==> config.mk <==
export PLATFORM = sky130hd
export DESIGN_NAME = tokenized_basic_byte_classifier_unit
export DESIGN_NICKNAME = d
export VERILOG_FILES = /design/src/rtl/core/tbbc_pkg.sv /design/src/rtl/core/tokenized_basic_byte_classifier_unit.sv
export SDC_FILE = /design/constraint.sdc
export NUM_CORES = 1
export LEC_CHECK = 0
export BUFFER_PORTS_ARGS = -buffer_cell sky130_fd_sc_hd__buf_2
export CAP_MARGIN = 20
export CORE_MARGIN = 5
export CORE_UTILIZATION = 45
export DETAILED_ROUTE_END_ITERATION = 6
export PLACE_DENSITY = 0.69
export SLEW_MARGIN = 25
export SYNTH_ARGS = -nofsm -noshare
export SYNTH_HDL_FRONTEND = slang
export SYNTH_SLANG_ARGS = --single-unit
export TNS_END_PERCENT = 1
==> constraint.sdc <==
create_clock -name clk -period 6.2 [get_ports clk]
set_input_delay 1.24 -clock clk [delete_from_list [all_inputs] [get_ports clk]]
set_output_delay 1.24 -clock clk [all_outputs]
set_load 0.05 [all_outputs]
==> src/rtl/core/tbbc_pkg.sv <==
// Shared types, codes and helpers for the tokenized byte classifier.
`default_nettype none

package tbbc_pkg;

  localparam int DataW  = 8;
  localparam int ValueW = 16;
  localparam int KindW  = 3;
  localparam int StatW  = 2;
  localparam int OutW   = 24;  // kind, value, new_run, status padded to bytes

  localparam logic [7:0] ByteCr      = 8'h0D;
  localparam logic [7:0] ByteEnd     = 8'hFF;
  localparam logic [7:0] ByteLineRef = 8'h8D;
  localparam logic [7:0] ByteRem     = 8'hF4;
  localparam logic [7:0] ByteQuote   = 8'h22;
  localparam logic [7:0] ByteAmp     = 8'h26;
  localparam logic [7:0] ByteDot     = 8'h2E;
  localparam logic [7:0] RefKey      = 8'h54;
  localparam logic [7:0] RefLowMask  = 8'h3F;
  localparam logic [7:0] RefHighMask = 8'hC0;
  localparam logic [7:0] TokenMin    = 8'h80;
  localparam logic [7:0] MinLen      = 8'd4;

  typedef enum logic [6:0] {
    PH_START = 7'b0000001,
    PH_HIGH  = 7'b0000010,
    PH_LOW   = 7'b0000100,
    PH_LEN   = 7'b0001000,
    PH_BODY  = 7'b0010000,
    PH_DONE  = 7'b0100000,
    PH_ERROR = 7'b1000000
  } phase_t;

  typedef enum logic [KindW-1:0] {
    K_HEADER = 3'd0,
    K_LINE   = 3'd1,
    K_NUMBER = 3'd2,
    K_STRING = 3'd3,
    K_TOKEN  = 3'd4,
    K_REM    = 3'd5,
    K_CHAR   = 3'd6,
    K_HELD   = 3'd7
  } kind_t;

  typedef enum logic [StatW-1:0] {
    ST_OK    = 2'd0,
    ST_END   = 2'd1,
    ST_BAD   = 2'd2,
    ST_TRUNC = 2'd3
  } status_t;

  typedef enum logic [1:0] {
    RC_IDLE  = 2'd0,
    RC_BYTE0 = 2'd1,
    RC_BYTE1 = 2'd2,
    RC_BYTE2 = 2'd3
  } refcnt_t;

  function automatic logic digit_char(input logic [7:0] c);
    return (c >= 8'h30) && (c <= 8'h39);
  endfunction

  function automatic logic is_hexlet(input logic [7:0] c);
    return (c >= 8'h41) && (c <= 8'h46);
  endfunction

  function automatic logic is_ident(input logic [7:0] c);
    return digit_char(c) || ((c >= 8'h41) && (c <= 8'h5A)) ||
           ((c >= 8'h61) && (c <= 8'h7A)) ||
           (c == 8'h5F) || (c == 8'h25) || (c == 8'h24);
  endfunction

  // Rebuild a packed line reference from its three stored bytes.
  function automatic logic [ValueW-1:0] unpack_ref(input logic [7:0] b0,
                                                   input logic [7:0] b1,
                                                   input logic [7:0] b2);
    logic [7:0] k;
    logic [7:0] lo;
    logic [7:0] hi;
    k  = b0 ^ RefKey;
    lo = (b1 & RefLowMask) | ({k[5:0], 2'b00} & RefHighMask);
    hi = (b2 & RefLowMask) | ({k[3:0], 4'b0000} & RefHighMask);
    return {hi, lo};
  endfunction

endpackage

`default_nettype wire

==> src/rtl/core/tokenized_basic_byte_classifier_unit.sv <==
// Top level: byte-at-a-time classifier for tokenized line-numbered programs.
// The result of an accepted input item is computed combinationally and loaded into the output register.
// Throughput: one item per cycle; the parser state and the output register both advance
//   on every accepted item, and the output register alone sets the pace under backpressure.
// Reset: rst (synchronous, active high) clears the parser state and drops the output item.
// An input item with first_byte set restarts the parser before that byte is classified.
`default_nettype none

module tokenized_basic_byte_classifier_unit
  import tbbc_pkg::*;
(
  input  wire logic                clk,
  input  wire logic                rst,
  // input stream
  input  wire logic                s_axis_tvalid,
  output      logic                s_axis_tready,
  input  wire logic [DataW-1:0]    s_axis_tdata,   // [7:0] data_byte
  input  wire logic                s_axis_tuser,   // [0] first_byte
  input  wire logic                s_axis_tlast,   // last_byte
  // result stream
  output      logic                m_axis_tvalid,
  input  wire logic                m_axis_tready,
  output      logic [OutW-1:0]     m_axis_tdata,   // [2:0] kind, [18:3] value,
                                                   // [19] new_run, [21:20] status, [23:22] 0
  output      logic                m_axis_tlast    // line_end
);

  // Parser state registers
  phase_t             phase;
  logic [7:0]         line_high;
  logic [7:0]         bytes_left;
  logic               in_str;
  logic               in_rem;
  logic [7:0]         prev_char;
  kind_t              last_class;
  refcnt_t            ref_count;
  logic [7:0]         ref_b0;
  logic [7:0]         ref_b1;

  phase_t             phase_next;
  logic [7:0]         line_high_next;
  logic [7:0]         bytes_left_next;
  logic               in_str_next;
  logic               in_rem_next;
  logic [7:0]         prev_char_next;
  kind_t              last_class_next;
  refcnt_t            ref_count_next;
  logic [7:0]         ref_b0_next;
  logic [7:0]         ref_b1_next;

  // State as seen by this item: a first_byte item sees the reset values
  phase_t             e_phase;
  logic [7:0]         e_line_high;
  logic [7:0]         e_bytes_left;
  logic               e_in_str;
  logic               e_in_rem;
  logic [7:0]         e_prev_char;
  kind_t              e_last_class;
  refcnt_t            e_ref_count;
  logic [7:0]         e_ref_b0;
  logic [7:0]         e_ref_b1;

  // Result of this item
  kind_t              r_kind;
  logic [ValueW-1:0]  r_value;
  logic               r_nrun;
  logic               r_lend;
  status_t            r_status;

  // Output register
  kind_t              o_kind;
  logic [ValueW-1:0]  o_value;
  logic               o_nrun;
  logic               o_lend;
  status_t            o_status;
  logic               o_valid;

  logic               accept;
  logic [7:0]         c;
  kind_t              cls;
  logic               judge;
  logic [7:0]         bl_dec;

  assign c      = s_axis_tdata;
  assign bl_dec = e_bytes_left - 8'd1;

  // Take a new item whenever the output register is empty or being emptied.
  assign s_axis_tready = !o_valid || m_axis_tready;
  assign accept        = s_axis_tvalid && s_axis_tready;

  always_comb begin
    if (s_axis_tuser) begin
      e_phase      = PH_START;
      e_line_high  = '0;
      e_bytes_left = '0;
      e_in_str     = 1'b0;
      e_in_rem     = 1'b0;
      e_prev_char  = '0;
      e_last_class = K_HEADER;
      e_ref_count  = RC_IDLE;
      e_ref_b0     = '0;
      e_ref_b1     = '0;
    end else begin
      e_phase      = phase;
      e_line_high  = line_high;
      e_bytes_left = bytes_left;
      e_in_str     = in_str;
      e_in_rem     = in_rem;
      e_prev_char  = prev_char;
      e_last_class = last_class;
      e_ref_count  = ref_count;
      e_ref_b0     = ref_b0;
      e_ref_b1     = ref_b1;
    end
  end

  always_comb begin
    phase_next      = e_phase;
    line_high_next  = e_line_high;
    bytes_left_next = e_bytes_left;
    in_str_next     = e_in_str;
    in_rem_next     = e_in_rem;
    prev_char_next  = e_prev_char;
    last_class_next = e_last_class;
    ref_count_next  = e_ref_count;
    ref_b0_next     = e_ref_b0;
    ref_b1_next     = e_ref_b1;

    r_kind   = K_HEADER;
    r_value  = {8'h00, c};
    r_nrun   = 1'b0;
    r_lend   = 1'b0;
    r_status = ST_OK;
    cls      = K_HEADER;
    judge    = 1'b0;

    unique case (e_phase)
      PH_START: begin
        if (c == ByteCr) begin
          phase_next      = PH_HIGH;
          in_str_next     = 1'b0;
          in_rem_next     = 1'b0;
          prev_char_next  = '0;
          last_class_next = K_HEADER;
          ref_count_next  = RC_IDLE;
        end else begin
          phase_next = PH_ERROR;
          r_status   = ST_BAD;
        end
      end
      PH_HIGH: begin
        if (c == ByteEnd) begin
          phase_next = PH_DONE;
          r_status   = ST_END;
        end else begin
          line_high_next = c;
          phase_next     = PH_LOW;
        end
      end
      PH_LOW: begin
        r_kind     = K_LINE;
        r_value    = {e_line_high, c};
        phase_next = PH_LEN;
      end
      PH_LEN: begin
        if (c < MinLen) begin
          phase_next = PH_ERROR;
          r_status   = ST_BAD;
        end else begin
          bytes_left_next = c - MinLen;
          if (c == MinLen) begin
            r_lend     = 1'b1;
            phase_next = PH_START;
          end else begin
            phase_next = PH_BODY;
          end
        end
      end
      PH_BODY: begin
        judge = 1'b1;
        if (e_ref_count != RC_IDLE) begin
          // Held line reference bytes take no part in run tracking.
          judge = 1'b0;
          if (e_ref_count == RC_BYTE2) begin
            r_kind         = K_NUMBER;
            r_value        = unpack_ref(e_ref_b0, e_ref_b1, c);
            ref_count_next = RC_IDLE;
          end else begin
            r_kind = K_HELD;
            if (e_ref_count == RC_BYTE0) begin
              ref_b0_next    = c;
              ref_count_next = RC_BYTE1;
            end else begin
              ref_b1_next    = c;
              ref_count_next = RC_BYTE2;
            end
          end
        end else if (e_in_rem) begin
          cls    = K_REM;
          r_kind = K_REM;
        end else if (e_in_str) begin
          cls    = K_STRING;
          r_kind = K_STRING;
          if (c == ByteQuote) begin
            in_str_next = 1'b0;
          end
          prev_char_next = c;
        end else if (c == ByteLineRef) begin
          // Open a line reference only if its three bytes fit in the record.
          if (e_bytes_left >= MinLen) begin
            cls            = K_NUMBER;
            r_kind         = K_HELD;
            ref_count_next = RC_BYTE0;
          end else begin
            cls    = K_TOKEN;
            r_kind = K_TOKEN;
          end
          prev_char_next = '0;
        end else if (c >= TokenMin) begin
          cls    = K_TOKEN;
          r_kind = K_TOKEN;
          if (c == ByteRem) begin
            in_rem_next = 1'b1;
          end
          prev_char_next = '0;
        end else if (c == ByteQuote) begin
          cls            = K_STRING;
          r_kind         = K_STRING;
          in_str_next    = 1'b1;
          prev_char_next = c;
        end else begin
          // An ampersand, or a digit that does not continue a name, starts a number;
          // digits, hex digits and a point continue a number.
          if ((c == ByteAmp) || (digit_char(c) && !is_ident(e_prev_char))) begin
            cls = K_NUMBER;
          end else if ((e_last_class == K_NUMBER) &&
                       (digit_char(c) || is_hexlet(c) || (c == ByteDot))) begin
            cls = K_NUMBER;
          end else begin
            cls = K_CHAR;
          end
          r_kind         = cls;
          prev_char_next = c;
        end
        if (judge) begin
          r_nrun          = (cls != e_last_class);
          last_class_next = cls;
        end
        bytes_left_next = bl_dec;
        if (bl_dec == 8'd0) begin
          r_lend     = 1'b1;
          phase_next = PH_START;
        end
      end
      PH_DONE: begin
        r_status = ST_END;
      end
      default: begin
        phase_next = PH_ERROR;
        r_status   = ST_BAD;
      end
    endcase

    // Flag data that stops inside a record.
    if (s_axis_tlast && (r_status == ST_OK) &&
        ((phase_next == PH_HIGH) || (phase_next == PH_LOW) ||
         (phase_next == PH_LEN) || (phase_next == PH_BODY))) begin
      r_status = ST_TRUNC;
    end
  end

  // Advance parser state on every accepted item.
  always_ff @(posedge clk) begin
    if (rst) begin
      phase      <= PH_START;
      line_high  <= '0;
      bytes_left <= '0;
      in_str     <= 1'b0;
      in_rem     <= 1'b0;
      prev_char  <= '0;
      last_class <= K_HEADER;
      ref_count  <= RC_IDLE;
      ref_b0     <= '0;
      ref_b1     <= '0;
    end else if (accept) begin
      phase      <= phase_next;
      line_high  <= line_high_next;
      bytes_left <= bytes_left_next;
      in_str     <= in_str_next;
      in_rem     <= in_rem_next;
      prev_char  <= prev_char_next;
      last_class <= last_class_next;
      ref_count  <= ref_count_next;
      ref_b0     <= ref_b0_next;
      ref_b1     <= ref_b1_next;
    end
  end

  // Output register: load on accept, drop once taken.
  always_ff @(posedge clk) begin
    if (rst) begin
      o_valid <= 1'b0;
    end else if (accept) begin
      o_valid <= 1'b1;
    end else if (m_axis_tready) begin
      o_valid <= 1'b0;
    end
  end

  always_ff @(posedge clk) begin
    if (accept) begin
      o_kind   <= r_kind;
      o_value  <= r_value;
      o_nrun   <= r_nrun;
      o_lend   <= r_lend;
      o_status <= r_status;
    end
  end

  assign m_axis_tvalid = o_valid;
  assign m_axis_tdata  = {2'b00, o_status, o_nrun, o_value, o_kind};
  assign m_axis_tlast  = o_lend;

endmodule

`default_nettype wire

After elaboration in Yosys (flattened, before gate mapping)
Index checks and enable logic that the tools add are counted.
{"block": "word_totals", "regBits": 78, "in_bits": 14, "out_inout_bits": 27}
{"block": "op_classes", "n_addsub": 2, "n_lt_le_gt_ge": 13, "n_eq_ne": 25, "mux": 96, "bitwise": 3, "n_reduce_logical": 30}
{"op": "$mux 8", "n": 22}
{"op": "$mux 3", "n": 18}
{"op": "$pmux 7 s6", "n": 1}
{"op": "$eq 8x6->1 const B", "n": 5}
{"op": "$mux 16", "n": 2}
{"op": "$pmux 16 s2", "n": 1}
{"op": "$pmux 8 s2", "n": 2}
{"op": "$mux 7", "n": 4}
{"op": "$mux 1", "n": 26}
{"op": "$eq 8x8->1 const B", "n": 3}
{"op": "$ge 8x7->1 const B", "n": 3}
{"op": "$le 8x7->1 const B", "n": 3}
{"op": "$mux 2", "n": 11}
{"op": "$ge 8x6->1 const B", "n": 2}
{"op": "$le 8x6->1 const B", "n": 2}
{"op": "$or 6x8->8", "n": 2}
{"op": "$eq 7x2->1 const B", "n": 2}
{"op": "$eq 7x3->1 const B", "n": 2}
{"op": "$eq 7x4->1 const B", "n": 2}
{"op": "$eq 7x5->1 const B", "n": 2}
{"op": "$logic_or 1x1->1", "n": 12}
{"op": "$pmux 3 s2", "n": 2}
{"op": "$logic_and 1x1->1", "n": 10}
{"op": "$pmux 2 s5", "n": 1}
{"op": "other kinds (25)", "n": 29}

Logic depth before layout (Yosys ltp)
{"block": "depth", "ltp_word": 21, "depth_mapped": 10, "depth_no_buf": 9}

Least setup slack after synthesis
OpenSTA, ideal clock, no wires.
{"block": "synth_timing", "path_type": "in2reg", "start": "input port m_axis_tready", "end": "register o_lend, in the netlist m_axis_tlast, enable pin", "setup_ns": 0.396, "t_arrival_ns": 2.858, "path_slack_ns": 2.946, "stages": 4, "path_buffers": 1, "path_cell_list": "nand2b_1 > nand2_1 > clkinv_1 > clkbuf_1"}
{"block": "synth_between", "elab_chain_len": 2}
{"item": "start: declaration", "line_no": "tokenized_basic_byte_classifier_unit.sv:22", "source": "input wire logic m_axis_tready,"}
{"item": "$logic_or 1x1->1", "line_no": "tokenized_basic_byte_classifier_unit.sv:88", "source": "assign s_axis_tready = !o_valid || m_axis_tready;"}
{"item": "$logic_and 1x1->1", "line_no": "tokenized_basic_byte_classifier_unit.sv:89", "source": "assign accept = s_axis_tvalid && s_axis_tready;"}
{"item": "net accept", "line_no": "tokenized_basic_byte_classifier_unit.sv:78", "source": "logic accept;"}
{"item": "end signal: assignment", "line_no": "tokenized_basic_byte_classifier_unit.sv:315", "source": "o_lend <= r_lend;"}
{"item": "end: declaration", "line_no": "tokenized_basic_byte_classifier_unit.sv:74", "source": "logic o_lend;"}
The timed path passes the listed nets, and every way through them passes these cells.
A chain may end at the register's enable or synchronous reset.

Worst setup path after layout
{"block": "layout_timing", "start": "input port m_axis_tready", "end": "register prev_char[4]"}
{"block": "layout_between", "elab_chain_len": 2}
{"item": "$logic_or 1x1->1", "line_no": "tokenized_basic_byte_classifier_unit.sv:88"}
{"item": "$logic_and 1x1->1", "line_no": "tokenized_basic_byte_classifier_unit.sv:89"}
{"item": "end signal: assignment", "line_no": "tokenized_basic_byte_classifier_unit.sv:291", "source": "prev_char <= prev_char_next;"}
{"item": "end: declaration", "line_no": "tokenized_basic_byte_classifier_unit.sv:34", "source": "logic [7:0] prev_char;"}
No other way between the ends.

==> impl_metrics.csv <==
group,metric,value,unit
route,detail_route.vias_per_cell,6.025,
yosys,synthDominantAreaCellType,"dfxtp_1",
placed_design,gp_congestion,0.9076,
yosys,yosys_most_used_dff,"dfxtp_1",
grt,grt.overflow.total,0,
worst_setup_path,worst-path-buf-inv,3,
yosys,yosysSeqAreaShare,42.60,%
sta,maxSlewViolCount,0,
route,ant_nets,0,
worst_setup_path,timing.critical_path.required,6.49,ns
clock_network,ctsHtreeMaxLevel,3,
yosys,synth_compound_gate_area_share,23.15,%
hold_path,worst_hold_path.num_cells,2,
worst_setup_path,worstSetupPathType,"in -> reg",
worst_setup_path,worst-path-max-fanout,38,
worst_setup_path,worst_path_cell_with_the_longest_stage_delay,"nor3b_1",
sta,timing.final.crit_period,3.729,ns
floorplanning,core.rowCount,34,
worst_setup_path,cp_data_arrival_time,4.02,ns
sta,timing.setup.tns,0,ns
yosys,synthSimpleGateAreaFrac,25.13,%
placed_design,dp_hpwl,6.935,mm
worst_setup_path,crit_path_cell_trace,"buf_2 > nand2b_1 > nand2_1 > clkinv_1 > buf_4 > nand2_1 > nor3b_1 > a22o_1",
yosys,synth.yosys.warnings,0,
clock_network,clk_pin_slew,0.08,ns
run,cap_violations,0,
floorplanning,design.die.area,10690,µm²
sta,slew_headroom,39.38,%
grt,via_count_of_the_first_global_routing_pass,3364,
finish,area_growth,9.885,%
route,dr_total_vias,3651,
worst_setup_path,cp-start-kind,"input port",
clock_network,numClockSinks,72,
finish,post_route_cells_drive_above_1_share,12.85,%
power,power.static_leakage,1.625,nW
worst_setup_path,setup.worst_path.end_class,"flip-flop",
floorplanning,start_util,45.66,%
power,total_power,1.012,mW
yosys,post_synth_mux_area_share,0,%
yosys,yosys-top-cells-count,"63 x nor2_1, 55 x nand2_1, 49 x dfxtp_1",
yosys,post_synth_fa_ha_maj_area_fraction,2.232,%
route,detail_route.wirelength,10.29,mm
clock_network,cts_buffers,9,
yosys,async_flop_share,0,%
worst_setup_path,worst_r2r_startpoint,"m_axis_tvalid",
sta,finalHoldViolations,0,
yosys,number_of_standard_cells_after_synthesis,476,
floorplanning,die-height,103.4,µm
grt,grt_antenna_before_repair,0,
yosys,yosys-top-cells-area,"dfxtp_1 25%, edfxtp_1 18%, nor2_1 6.0%",
finish,fin_nets,514,
grt,grt_pass1_wl,16.62,mm
yosys,yosys.cell_count.top_type,"nor2_1",
yosys,yosysTopAreaCellShare,25.00,%
clock_network,cts_resized,0,
worst_setup_path,slowest_delay,0.66,ns
worst_setup_path,crit_family,"simple AND/OR/NAND/NOR gates",
finish,num_antenna_cells,0,
grt,grtUsageTotal,19.86,%
yosys,ys_ff_latch,72,
clock_network,cts_hold_repair.buffers,0,
clock_network,clockRootBuffer,"clkbuf_8",
floorplanning,placeableCoreArea,8593,µm²
worst_setup_path,r2r_slack,3.15,ns
yosys,synthesis.area_per_instance,8.243,µm²
power,vdd.ir_drop.worst,108.1,µV
worst_setup_path,cp-startpoint,"m_axis_tready",
route,drtIter0Drc,258,
sta,number_of_failing_setup_endpoints_in_the_final_timing_report,0,
yosys,synth_enable_flop_cells,23,
clock_network,tritoncts_clock_tree,"done",
grt,maximum_number_of_pins_on_one_net_before_global_route_repair,45,
sta,max_freq,268.2,MHz
floorplanning,fp.dieW,103.4,µm
clock_network,post-cts-setup-buffers,0,
route,drt-wirelength-per-cell,16.99,µm
worst_setup_path,cp.depth,8,
clock_network,insertion_delay,0.36,ns
worst_setup_path,cp_common_cell,"nand2_1",
yosys,synthDistinctLibCells,59,
worst_setup_path,reg2regPathDepth,7,
sta,fin_crit_sh,60.15,%
yosys,syn_area,3924,µm²
sta,timing.clock.skew,0.01255,ns
route,drcViolationCount,0,
route,drt_pass1_iterations,5,
floorplanning,boundaryPins,41,
hold_path,hold_path.class,"reg -> reg",
yosys,post_synth_xor_area_fraction,1.786,%
sta,tightest_slew,0.8997,ns
placed_design,buffer_ports.inserted,38,
clock_network,clockBufferDepth,2,
hold_path,worstHoldStart,"line_high[0]",
run_status,outcome,"complete, no violations",
power,powerDensity,234.7,nW/µm²
yosys,combinational_family_with_the_most_area_after_synthesis,"simple AND/OR/NAND/NOR gates",
sta,setup_repair_after_global_routing_missed_its_margin,"false",
-- placed cells by master, fill, tap and decap left out, drive strengths merged, types with 4 or more instances in the layout --
cell type	n
nor2	63
nand2	55
dfxtp	49
o21ai	41
buf	40
a21oi	35
edfxtp	23
a22oi	19
nand3	18
inv	13
a22o	12
nand2b	11
nor3	11
clkbuf	10
nor2b	8
ha	7
nor4	6
or4	5
xnor2	5
or2	5
nor3b	4
a211oi	4
-- routing by layer --
| metal | global-route usage, % | vias up | part of all wire (%) |
|---|---|---|---|
| met5 | 0 | - | 0 |
| met4 | 7.968 | 0 | 2.0 |
| met3 | 4.628 | 17 | 6.5 |
| met2 | 30.59 | 131 | 47 |
| met1 | 26.92 | 1754 | 44 |
| li1 | - | 1749 | - |
-- stage by stage --
step	util, %	cells	setup slack [ns]	area (µm²)	hold slack [ns]
floorplan	-	477	2.946	3928	0.4493
global placement	47.90	590	2.246	4116	0.4701
detailed placement	47.90	590	2.155	4116	0.4824
CTS	50.17	606	2.506	4312	0.4941
global route	50.17	606	2.176	4312	0.5253
finish	50.17	606	2.471	4312	0.4914
-- cell families (layout without fill, tap and decap cells) --
group	count (synthesis)	count (layout)
AND/OR/NAND/NOR	202	202
AO/OA/AOI/OAI	139	139
flip-flops	72	72
buffers and inverters	47	68
XOR/XNOR	8	8
adder cells (fa/ha/maj)	7	7
other	1	2
-- power breakdown --
group / internal [mW] / leakage [nW] / switching [mW]
registers: 0.498 / 0.624 / 0.00718
clock network: 0.188 / 0.0933 / 0.185
logic: 0.0329 / 0.907 / 0.101
total: 0.719 / 1.62 / 0.293
-- state kept, by name (all words and copies together) (netlist names) --
register,flops
line_high,8
m_axis_tlast,1
o_value,16
last_class,3
bytes_left,8
phase,7
prev_char,8
m_axis_tvalid,1
o_kind,3
ref_count,2
ref_b1,6
ref_b0,4
o_status,2
o_nrun,1
in_str,1
in_rem,1
-- cell type report --
type | instances | area, µm²
inverter | 12 | 45.04
clock buffer | 10 | 127.6
sequential | 72 | 1672
timing repair buffer | 40 | 205.2
multi-input combinational | 358 | 2059
fill | 843 | 4282
tap | 108 | 135.1
clock inverter | 6 | 67.56
-- worst register-to-register path, cell delays in order, from the launching register on --
cell and delay (ns):
dfxtp_1 0.31, nand2b_1 0.10, nand2_1 0.48, clkinv_1 0.49, buf_4 0.49, nand2_1 0.22, nor3b_1 0.66, a22o_1 0.24
-- worst paths after layout --
| check | to |
|---|---|
| hold reg to reg | line_high[0] |
| setup reg to reg | prev_char[4] |
| setup / recovery | prev_char[4] |
| hold / removal | line_high[0] |
Power figures use the tool's default switching activity.
